**src/rtl/fcr_pkg.sv**
```systemverilog
// Shared types, constants and the CRC-8 step for the frame receiver.
// No dependencies; every other rtl file imports this package.
`default_nettype none

package fcr_pkg;

	localparam int FRAME_LENGTH  = 20;
	localparam int STORE_DEPTH   = FRAME_LENGTH - 1;  // bytes 0..18; byte 19 is the CRC
	localparam int POS_W         = 5;
	localparam int ADC_MAX       = 8;
	localparam int DAC_MAX       = 2;
	localparam int SAMPLE_W      = 12;
	localparam int ADC_START     = 2;
	localparam int DAC_START     = 16;
	localparam int DIGITAL_INDEX = 14;
	localparam int HEADER_INDEX  = 0;
	localparam int M_TDATA_W     = (ADC_MAX + DAC_MAX) * SAMPLE_W + 8;

	localparam logic [POS_W-1:0] CRC_POS = POS_W'(FRAME_LENGTH - 1);

	localparam logic [7:0] HEADER_RESET = 8'h1B;
	localparam logic [7:0] POLY_RESET   = 8'h07;

	// Configuration register indexes
	localparam logic [0:0] REG_HEADER = 1'b0;
	localparam logic [0:0] REG_POLY   = 1'b1;

	typedef enum logic [1:0] {
		ST_OK      = 2'd0,
		ST_CRC_ERR = 2'd1,
		ST_HDR_ERR = 2'd2
	} fcr_status_t;

	typedef logic [STORE_DEPTH-1:0][7:0] fcr_frame_t;

	// Event from the collector to the unpacker for the item being retired
	typedef struct packed {
		logic last;    // last byte of a frame
		logic crc_ok;  // running CRC equals the last byte
	} fcr_event_t;

	// One byte of an MSB-first CRC-8, no reflection, no final xor
	function automatic logic [7:0] crc8_update(input logic [7:0] crc, input logic [7:0] b,
			input logic [7:0] poly);
		logic [7:0] c;
		c = crc ^ b;
		for (int k = 0; k < 8; k++) begin
			if (c[7]) begin
				c = {c[6:0], 1'b0} ^ poly;
			end else begin
				c = {c[6:0], 1'b0};
			end
		end
		return c;
	endfunction

endpackage

`default_nettype wire

```
**src/rtl/crc8_frame_receiver_unpacker.sv**
```systemverilog
// CRC-8 frame receiver and unpacker, top level.
// Depends on fcr_pkg, fcr_in_stage, fcr_collect and fcr_unpack.
//
// Input stream (s_axis): one item per received byte; tuser = 1 marks an idle
// timeout that drops the partial frame (tdata is ignored then). Bytes form
// fixed 20-byte frames: byte 0 is the header, bytes 2..13 carry eight 12-bit
// ADC samples, byte 14 the digital inputs, bytes 16..18 two DAC samples and
// byte 19 the CRC-8 over bytes 0..18.
// Output stream (m_axis): one item per completed frame, carrying the status
// in tuser and the held values as they stand after that frame in tdata. A
// frame with a bad CRC or header leaves the held values as they were.
// Config channel: cfg_index 0 writes the expected header, 1 the polynomial;
// cfg_ready is always high. Write only while no frame is in flight.
// Throughput is one item per cycle while m_axis does not stall: the CRC byte
// step is combinational logic between the input register and the collector
// state. A result is registered onto m_axis as the collector retires its last
// byte from the input register. When m_axis stalls, the result holds and the
// input register fills, then s_axis_tready drops.
// Reset clears position, CRC, held values (to zero) and the registers to
// header 0x1B and polynomial 0x07; it takes effect at once.
`default_nettype none

module crc8_frame_receiver_unpacker #(
	parameter int ADC_CHANNELS = 8,
	parameter int DAC_CHANNELS = 2
) (
	input  wire logic       clk,
	input  wire logic       arst_n,
	input  wire logic       s_axis_tvalid,
	output logic            s_axis_tready,
	input  wire logic [7:0] s_axis_tdata,   // [7:0] rx_byte
	input  wire logic [0:0] s_axis_tuser,   // [0] op
	output logic            m_axis_tvalid,
	input  wire logic       m_axis_tready,
	// [11:0] adc_ch0 .. [95:84] adc_ch7, [107:96] dac_ch0, [119:108] dac_ch1,
	// [127:120] digital_inputs
	output logic [fcr_pkg::M_TDATA_W-1:0] m_axis_tdata,
	output logic [1:0]      m_axis_tuser,   // [1:0] status
	input  wire logic       cfg_valid,
	output logic            cfg_ready,
	input  wire logic [0:0] cfg_index,
	input  wire logic [7:0] cfg_data
);
	import fcr_pkg::*;

	logic [7:0] header_val_q;
	logic [7:0] poly_q;
	logic       valid_s1;
	logic       op_s1;
	logic [7:0] byte_s1;
	logic       out_free;
	logic       advance;
	fcr_event_t evt;
	fcr_frame_t frame;

	assign cfg_ready = 1'b1;

	always_ff @(posedge clk or negedge arst_n) begin
		if (!arst_n) begin
			header_val_q <= HEADER_RESET;
			poly_q       <= POLY_RESET;
		end else if (cfg_valid) begin
			unique case (cfg_index)
				REG_HEADER: header_val_q <= cfg_data;
				REG_POLY:   poly_q       <= cfg_data;
				default:    ;
			endcase
		end
	end

	assign advance = valid_s1 && out_free;

	fcr_in_stage u_in (
		.clk      (clk),
		.arst_n   (arst_n),
		.in_valid (s_axis_tvalid),
		.in_ready (s_axis_tready),
		.in_op    (s_axis_tuser[0]),
		.in_byte  (s_axis_tdata),
		.advance  (advance),
		.valid_s1 (valid_s1),
		.op_s1    (op_s1),
		.byte_s1  (byte_s1)
	);

	fcr_collect u_collect (
		.clk      (clk),
		.arst_n   (arst_n),
		.advance  (advance),
		.op_s1    (op_s1),
		.byte_s1  (byte_s1),
		.crc_poly (poly_q),
		.evt      (evt),
		.frame    (frame)
	);

	fcr_unpack #(
		.ADC_CHANNELS (ADC_CHANNELS),
		.DAC_CHANNELS (DAC_CHANNELS)
	) u_unpack (
		.clk        (clk),
		.arst_n     (arst_n),
		.evt        (evt),
		.frame      (frame),
		.header     (header_val_q),
		.out_free   (out_free),
		.out_valid  (m_axis_tvalid),
		.out_ready  (m_axis_tready),
		.out_status (m_axis_tuser),
		.out_data   (m_axis_tdata)
	);

endmodule

`default_nettype wire

```
**src/rtl/fcr_in_stage.sv**
```systemverilog
// Input register stage of the frame receiver: holds one accepted item.
// Depends on fcr_pkg.
`default_nettype none

module fcr_in_stage (
	input  wire logic       clk,
	input  wire logic       arst_n,
	input  wire logic       in_valid,
	output logic            in_ready,
	input  wire logic       in_op,
	input  wire logic [7:0] in_byte,
	input  wire logic       advance,   // downstream takes the held item this cycle
	output logic            valid_s1,
	output logic            op_s1,
	output logic [7:0]      byte_s1
);
	import fcr_pkg::*;

	assign in_ready = !valid_s1 || advance;

	always_ff @(posedge clk or negedge arst_n) begin
		if (!arst_n) begin
			valid_s1 <= 1'b0;
		end else if (in_ready) begin
			valid_s1 <= in_valid;
		end
	end

	always_ff @(posedge clk) begin
		if (in_ready && in_valid) begin
			op_s1   <= in_op;
			byte_s1 <= in_byte;
		end
	end

endmodule

`default_nettype wire

```
**src/rtl/fcr_collect.sv**
```systemverilog
// Frame collector: byte position, running CRC-8 and the byte store of the open frame.
// Depends on fcr_pkg.
`default_nettype none

module fcr_collect (
	input  wire logic       clk,
	input  wire logic       arst_n,
	input  wire logic       advance,
	input  wire logic       op_s1,
	input  wire logic [7:0] byte_s1,
	input  wire logic [7:0] crc_poly,
	output fcr_pkg::fcr_event_t evt,
	output fcr_pkg::fcr_frame_t frame
);
	import fcr_pkg::*;

	logic [POS_W-1:0] pos_q;
	logic [7:0]       crc_q;
	logic [7:0]       store_q [STORE_DEPTH];
	logic             at_crc;

	assign at_crc     = (pos_q == CRC_POS);
	assign evt.last   = advance && !op_s1 && at_crc;
	assign evt.crc_ok = (crc_q == byte_s1);

	always_ff @(posedge clk or negedge arst_n) begin
		if (!arst_n) begin
			pos_q <= '0;
			crc_q <= '0;
		end else if (advance) begin
			if (op_s1 || at_crc) begin
				// timeout drops the partial frame; the CRC byte closes it
				pos_q <= '0;
				crc_q <= '0;
			end else begin
				pos_q <= pos_q + POS_W'(1);
				crc_q <= crc8_update(crc_q, byte_s1, crc_poly);
			end
		end
	end

	always_ff @(posedge clk) begin
		for (int i = 0; i < STORE_DEPTH; i++) begin
			if (advance && !op_s1 && (pos_q == POS_W'(i))) begin
				store_q[i] <= byte_s1;
			end
		end
	end

	always_comb begin
		for (int i = 0; i < STORE_DEPTH; i++) begin
			frame[i] = store_q[i];
		end
	end

endmodule

`default_nettype wire

```
**src/rtl/fcr_unpack.sv**
```systemverilog
// Frame check and unpacker: status, held ADC/DAC/digital values and the result register.
// Depends on fcr_pkg.
`default_nettype none

module fcr_unpack #(
	parameter int ADC_CHANNELS = 8,
	parameter int DAC_CHANNELS = 2
) (
	input  wire logic       clk,
	input  wire logic       arst_n,
	input  wire fcr_pkg::fcr_event_t evt,
	input  wire fcr_pkg::fcr_frame_t frame,
	input  wire logic [7:0] header,
	output logic            out_free,
	output logic            out_valid,
	input  wire logic       out_ready,
	output logic [1:0]      out_status,
	output logic [fcr_pkg::M_TDATA_W-1:0] out_data
);
	import fcr_pkg::*;

	logic        valid_q;
	fcr_status_t status_q;
	fcr_status_t status_c;
	logic        load;
	logic [7:0]  digital_q;
	logic [SAMPLE_W-1:0] adc [ADC_MAX];
	logic [SAMPLE_W-1:0] dac [DAC_MAX];

	assign out_free = !valid_q || out_ready;

	always_comb begin
		if (!evt.crc_ok) begin
			status_c = ST_CRC_ERR;
		end else if (frame[HEADER_INDEX] != header) begin
			status_c = ST_HDR_ERR;
		end else begin
			status_c = ST_OK;
		end
	end

	assign load = evt.last && (status_c == ST_OK);

	always_ff @(posedge clk or negedge arst_n) begin
		if (!arst_n) begin
			valid_q  <= 1'b0;
			status_q <= ST_OK;
		end else begin
			if (evt.last) begin
				valid_q  <= 1'b1;
				status_q <= status_c;
			end else if (out_ready) begin
				valid_q <= 1'b0;
			end
		end
	end

	always_ff @(posedge clk or negedge arst_n) begin
		if (!arst_n) begin
			digital_q <= '0;
		end else if (load) begin
			digital_q <= frame[DIGITAL_INDEX];
		end
	end

	// Two 12-bit samples per three bytes: {a, hi(a+1)} and {lo(a+1), a+2}
	for (genvar ch = 0; ch < ADC_MAX; ch++) begin : g_adc
		localparam int A = ADC_START + 3 * (ch / 2);
		if (ch < ADC_CHANNELS) begin : g_held
			logic [SAMPLE_W-1:0] held_q;
			always_ff @(posedge clk or negedge arst_n) begin
				if (!arst_n) begin
					held_q <= '0;
				end else if (load) begin
					if (ch % 2 == 0) begin
						held_q <= {frame[A], frame[A+1][7:4]};
					end else begin
						held_q <= {frame[A+1][3:0], frame[A+2]};
					end
				end
			end
			assign adc[ch] = held_q;
		end else begin : g_unused
			assign adc[ch] = '0;
		end
	end

	for (genvar ch = 0; ch < DAC_MAX; ch++) begin : g_dac
		localparam int A = DAC_START + 3 * (ch / 2);
		if (ch < DAC_CHANNELS) begin : g_held
			logic [SAMPLE_W-1:0] held_q;
			always_ff @(posedge clk or negedge arst_n) begin
				if (!arst_n) begin
					held_q <= '0;
				end else if (load) begin
					if (ch % 2 == 0) begin
						held_q <= {frame[A], frame[A+1][7:4]};
					end else begin
						held_q <= {frame[A+1][3:0], frame[A+2]};
					end
				end
			end
			assign dac[ch] = held_q;
		end else begin : g_unused
			assign dac[ch] = '0;
		end
	end

	always_comb begin
		for (int i = 0; i < ADC_MAX; i++) begin
			out_data[i*SAMPLE_W +: SAMPLE_W] = adc[i];
		end
		for (int i = 0; i < DAC_MAX; i++) begin
			out_data[(ADC_MAX+i)*SAMPLE_W +: SAMPLE_W] = dac[i];
		end
		out_data[M_TDATA_W-1 -: 8] = digital_q;
	end

	assign out_valid  = valid_q;
	assign out_status = status_q;

endmodule

`default_nettype wire

```
**config.mk**
```make
export PLATFORM = sky130hd
export DESIGN_NAME = crc8_frame_receiver_unpacker
export DESIGN_NICKNAME = d
export VERILOG_FILES = /design/src/rtl/fcr_pkg.sv /design/src/rtl/crc8_frame_receiver_unpacker.sv /design/src/rtl/fcr_in_stage.sv /design/src/rtl/fcr_collect.sv /design/src/rtl/fcr_unpack.sv
export SDC_FILE = /design/constraint.sdc
export NUM_CORES = 1
export LEC_CHECK = 0
export BUFFER_PORTS_ARGS = -buffer_cell sky130_fd_sc_hd__buf_2
export CAP_MARGIN = 10
export CORE_MARGIN = 1
export CORE_UTILIZATION = 55
export DETAILED_ROUTE_END_ITERATION = 10
export HOLD_SLACK_MARGIN = 0.15
export PLACE_DENSITY_LB_ADDON = 0.3
export SLEW_MARGIN = 15
export SYNTH_ARGS = -nofsm -noshare
export SYNTH_HDL_FRONTEND = slang
export SYNTH_SLANG_ARGS = --single-unit
```
**constraint.sdc**
```tcl
create_clock -name clk -period 9.7 [get_ports clk]
set_input_delay 0.485 -clock clk [delete_from_list [all_inputs] [get_ports clk]]
set_output_delay 0.485 -clock clk [all_outputs]
set_load 0.03 [all_outputs]
```
-- Word level (Yosys, flattened, before mapping)
Memory sizes are Yosys's and may differ from the RTL's. A register that Yosys moved wholly into a read port is not among the register bits.
Cells that the tools add are included.
- equality and inequality tests: 21
- order comparisons: 0
- divide/modulo/power cells: 0
- mux-type cells: 120
- shifts and indexed selects: 0
- $mul: 0
- add/subtract/negate cells: 1
- bitwise gates (word level): 10
- reductions and logical operators: 69
- operators with widths (kind ; count):
    2-to-1 mux 8 bit ; 41
    OR reduction 8 bit ; 18
    2-to-1 mux 5 bit ; 19
    bitwise XOR 8 bit ; 9
    2-to-1 mux 1 bit ; 58
    == test 5 x 4 -> 1 bit (second input constant) ; 8
    logical AND 1 bit ; 24
    == test 5 x 3 -> 1 bit (second input constant) ; 4
    == test 5 bit (second input constant) ; 4
    logical NOT 1 bit ; 19
    == test 5 x 2 -> 1 bit (second input constant) ; 2
    == test 8 bit ; 1
    inequality test 8 bit ; 1
    adder 5 x 1 -> 5 bit (second input constant) ; 1
    == test 5 x 1 -> 1 bit (second input constant) ; 1
    logical NOT 5 bit ; 1
    2-to-1 mux 2 bit ; 2
    AND reduction 2 bit ; 2
    logical OR 1 bit ; 3
    logical NOT 2 bit ; 1
    nonzero test 2 bit ; 1
    NOT 1 bit ; 1
- register bits after elaboration: 42
- bits of input ports: 23
- memory bits (writable): 152
- bits in read-only memories: 0
- output and inout port bits: 133
- word-level logic and storage cells: 231
- memories kept: 1
- latch bits: 0
- memory list (memory ; depth ; bits a word ; rd ports ; clocked after Yosys merged registers in ; wr ports ; line ; RTL):
    u_collect.store_q ; 19 ; 8 ; 17 ; 16 ; 1 ; fcr_collect.sv:19 ; logic [7:0] store_q [STORE_DEPTH];

-- Depth between registers and ports, before layout
- word-level depth: 32
- mapped depth: 15
- depth with buffers taken out: 12

-- Cells and area by module
From an unflattened synthesis, not the netlist that was laid out.
- cells, all modules: 810
- area, all modules: 13042.5 um2
- modules (own cells, without submodules) (module ; sequential area each (um2) ; times used ; area an instance (um2) ; cells each):
    fcr_collect ; 4889.7 ; 1 ; 7060.5 ; 467
    fcr_unpack ; 3278.1 ; 1 ; 5017.3 ; 292
    crc8_frame_receiver_unpacker ; 409.1 ; 1 ; 640.6 ; 38
    fcr_in_stage ; 295.3 ; 1 ; 324.1 ; 13

-- Worst setup path after synthesis
No wires, ideal clock.
- path type: reg-to-reg
- start: register u_in.byte_s1[6]
- end: register u_collect.crc_q[7]
- data required time: 9.579 ns
- arrival: 3.685 ns
- setup slack: 5.894 ns
- period minus slack after synthesis: 3.806 ns
- library setup time: 0.121 ns
- cell stages (with the launch flop): 13
- path buffers: 0
- path through: edfxtp_1 -> xor2_2 -> and4_1 -> a311o_1 -> a311oi_2 -> a21oi_1 -> o211a_1 -> or4_4 -> a2111o_1 -> a31o_4 -> nand3_2 -> xnor3_1 -> a22o_1
- word-level cells in the longest chain between the ends: 31
- ends and longest elaborated chain (item ; line ; RTL):
    start: declaration ; fcr_in_stage.sv:15 ; output logic [7:0] byte_s1
    start signal: assignment ; fcr_in_stage.sv:32 ; byte_s1 <= in_byte;
    bitwise XOR 8 bit * ; fcr_pkg.sv:46 ; c = crc ^ b;
    bitwise XOR 8 bit ; fcr_pkg.sv:49 ; c = {c[6:0], 1'b0} ^ poly;
    2-to-1 mux 8 bit * ; fcr_pkg.sv:48 ; if (c[7]) begin
    2-to-1 mux 8 bit * ; fcr_collect.sv:31 ; if (op_s1 || at_crc) begin
    2-to-1 mux 8 bit * ; fcr_collect.sv:30 ; end else if (advance) begin
    2-to-1 mux 8 bit * ; fcr_pkg.sv:48 ;
    2-to-1 mux 8 bit * ; fcr_collect.sv:31 ;
    2-to-1 mux 8 bit * ; fcr_collect.sv:30 ;
    [15 not listed] ; n/a ;
    2-to-1 mux 8 bit * ; fcr_collect.sv:30 ;
    bitwise XOR 8 bit ; fcr_pkg.sv:49 ;
    2-to-1 mux 8 bit * ; fcr_pkg.sv:48 ;
    2-to-1 mux 8 bit * ; fcr_collect.sv:31 ;
    2-to-1 mux 8 bit * ; fcr_collect.sv:30 ;
    bitwise XOR 8 bit ; fcr_pkg.sv:49 ;
    2-to-1 mux 8 bit * ; fcr_pkg.sv:48 ;
    2-to-1 mux 8 bit * ; fcr_collect.sv:31 ;
    end signal: assignment ; fcr_collect.sv:37 ; crc_q <= crc8_update(crc_q, byte_s1, crc_poly);
    end: declaration ; fcr_collect.sv:18 ; logic [7:0] crc_q;
Every way passes the cells marked *; elsewhere a longest branch is shown, timed or not. The select of a mux whose other input is x is not followed.
A chain may end at the register's enable or synchronous reset.

-- Final worst setup path
- start: register u_in.byte_s1[7]
- end: register u_collect.crc_q[6]
- word-level cells in the longest chain between the ends: 30
- elaborated cells on any way between the ends: 31
- classes of those cells: mux (23); bitwise (8)
- ends and longest elaborated chain (item ; line):
    bitwise XOR 8 bit * ; fcr_pkg.sv:46
    2-to-1 mux 8 bit * ; fcr_pkg.sv:48
    2-to-1 mux 8 bit * ; fcr_collect.sv:31
    2-to-1 mux 8 bit * ; fcr_collect.sv:30
    2-to-1 mux 8 bit * ; fcr_pkg.sv:48
    2-to-1 mux 8 bit * ; fcr_collect.sv:31
    2-to-1 mux 8 bit * ; fcr_collect.sv:30
    bitwise XOR 8 bit or 2-to-1 mux 8 bit (tied branches) ; fcr_pkg.sv:49, fcr_collect.sv:30
    [14 not listed] ; n/a
    2-to-1 mux 8 bit * ; fcr_collect.sv:30
    bitwise XOR 8 bit or 2-to-1 mux 8 bit (tied branches) ; fcr_pkg.sv:49, fcr_collect.sv:30
    2-to-1 mux 8 bit * ; fcr_pkg.sv:48
    2-to-1 mux 8 bit * ; fcr_collect.sv:31
    2-to-1 mux 8 bit * ; fcr_collect.sv:30
    bitwise XOR 8 bit or 2-to-1 mux 8 bit (tied branches) ; fcr_pkg.sv:49, fcr_collect.sv:30
    2-to-1 mux 8 bit * ; fcr_pkg.sv:48
    2-to-1 mux 8 bit * ; fcr_collect.sv:31
Marks and branches as above.

==> out/qor.csv <==
metric;value;unit
status;completed;
first_iter_violations;423;
clock.fmax;219.8;MHz
antenna_found_initial;0;
syn_area_per_cell;15.71;um^2
skew;18.13;ps
switching_share;29.45;%
cp-end-kind;register;
h-tree-depth;1;
finalMaxSlewViolations;0;
fp.dieH;150.1;um
syn_area;12060;um^2
grt_max_degree;106;
core_area;21290;um^2
start_kind;register;
p_total;0.004047;W
globalRouteOverflowTotal;0;
final_antenna_net_count;0;
pwr-share-clk;30.1;%
yosysMostFrequentCell;dfrtp_1;
drt_pass1_iterations;5;
rsz0062_at_grt;false;
power.switching;0.001192;W
ir_worst_vdd;596.9;uV
cp.required;10130;ps
cts_buffers;30;
power_frac_comb;33.9;%
synth_commonest_cells;dfrtp_1, edfxtp_1, mux2_2;
wl_per_cell;20.06;um
tritoncts;yes;
synth_cells;768;
cts_root_buffer;clkbuf_16;
dieWidth;150.1;um
max_slew_margin;25.34;%
io_pins;156;
intPower;0.002855;W
clockBufferDepth;3;
final_cell_area;14320;um^2
postSynth.asyncResetShare;52.61;%
postCtsSetupBuffers;0;
worst-setup-path-type;register to register;
cts_sinks;306;
synth_enable_flop_cells;145;
ys.flop_type;dfrtp_1;
dpl_cell_area;13140;um^2
grt_first_pass_wirelength;38.15;mm
fin_crit;4550;ps
finalCritPeriodShare;46.91;%
cap_violations;0;
path_clk_slew;70;ps
port_buffers;154;
power.density;282.7;nW/um^2
arrival;4980;ps
p_seq_share;36.0;%
start_util;56.67;%
synth_area_leader_cell;edfxtp_1;
grt_pass1_vias;6758;
hpwlAfterDp;16.05;mm
fin_tns_setup;0;ps
antenna_cells;0;
syn-num-nets;795;
crit_fanout;19;
synth_seq_cells;306;
yosysSeqAreaShare;69.56;%
fin_nets;969;
drt-total-wl;24.88;mm
synth_area_leaders;edfxtp_1, dfrtp_1, mux2_2, xnor2_1, nand2_1;
post-synth-top-area-fraction;36.09;%
hold_viol;0;
ys_types;58;
clk_latency;540;ps
min_path_type;primary input to register;
rows;53;
vias_per_cell;5.463;
power.leakage;6.498;nW
dieArea;22530;um^2
areaGrowthSynthToFinish;18.66;%
globalRouteTotalUtil;22.51;%
yosysWarningCount;0;
vias;6774;
ctsResizeCount;0;
place.gp.congestion;0.9601;
worst_pin_slew;1111;ps
reg2reg_slack;5150;ps
drive_above_1_share;39.69;%
setup_viol;0;
drc_errors;0;
[critical path: stages (launching register included)]
cell and delay [ps]:
edfxtp_1 870, xor2_2 500, nand2_1 200, xnor2_1 470
nand2_1 130, xnor2_1 270, xnor3_1 440, a21oi_1 310
nor2_2 100, xor2_1 390, nand2_1 150, xnor3_1 370
a41o_1 240
[metal layers]
metal / track usage (%) / vias up / routed length (um)
met4: 6.111 / 0 / 518
li1: - / 3107 / -
met3: 3.394 / 36 / 1230
met2: 37.41 / 196 / 12410
met5: 0 / - / 0
met1: 31.15 / 3435 / 10720
[registers in the layout (all words and copies together), names as in the netlist]
register,count
header_val_q,8
poly_q,8
u_collect.crc_q,8
u_collect.pos_q,5
u_collect.store_q,136
u_in.byte_s1,8
u_in.op_s1,1
u_in.valid_s1,1
u_unpack.digital_q,8
u_unpack.g_adc.g_held.held_q,96
u_unpack.g_dac.g_held.held_q,24
u_unpack.out_status,2
u_unpack.out_valid,1
[cell families (layout without fill, tap and decap cells)]
group           after synthesis  in the layout  share of synthesized area (%)
compound gates               51             51                          2.925
other cells                   1              1                        0.03108
fa+ha+maj                     4              4                         0.4149
xor+xnor                     65             65                          6.119
flops                       306            306                          69.56
buf+inv                      44            241                          1.400
mux                         146            146                          13.61
simple gates                151            151                          5.943
[placed cells by master (no fill, tap or decap), drive strengths merged, types with 16 or more instances in the layout]
| cell type | n |
|---|---|
| edfxtp | 145 |
| dfrtp | 154 |
| clkbuf | 37 |
| buf | 164 |
| nor2 | 27 |
| o21ai | 16 |
| xnor2 | 43 |
| nand2 | 64 |
| mux2 | 144 |
[cell type report]
class	instances	area [um^2]
inverters	11	41.29
clock buffers	37	828.3
well taps	275	344.1
multi-input cells	418	3513
clock inverters	18	234.0
flip-flops and latches	306	8392
fillers	1465	6972
repair buffers	175	962.2
[power by group through the flow]
stage / combinational, W / clock (W) / sequential, W
floorplan: 0.00115 / 0 / 0.00146
global placement: 0.00134 / 0 / 0.00148
detailed placement: 0.00136 / 0 / 0.00148
CTS: 0.00137 / 0.00124 / 0.00146
global route: 0.00149 / 0.00129 / 0.00146
finish: 0.00137 / 0.00122 / 0.00146
[final timing paths]
check                                          from                                 end  depth (start not counted)
max                                 u_in.byte_s1[7]                  u_collect.crc_q[6]                         12
min                                     cfg_data[2]                           poly_q[2]                          2
max reg2reg                         u_in.byte_s1[7]                  u_collect.crc_q[6]                         12
min reg2reg                u_collect.store_q[17][1]  u_unpack.g_dac[1].g_held.held_q[9]                          1
max in group asynchronous                    arst_n                     header_val_q[2]                          3
min in group asynchronous                    arst_n  u_unpack.g_dac[1].g_held.held_q[2]                          2
[stage by stage]
stage	utilization, %	setup slack (ps)	hold WS (ps)	cells
finish	67.25	5150	201.0	1240
floorplan	-	5894	189.4	768
detailed placement	61.72	5119	461.9	1174
CTS	67.23	5129	181.5	1240
global route	67.25	4781	185.3	1240
global placement	61.72	5198	454.7	1174
[timing repair]
action                     in CTS  in global routing
hold buffers                   11                  0
setup endpoints to repair       0                  0
hold endpoints to repair       92                  0
Power figures use the tool's default switching activity.
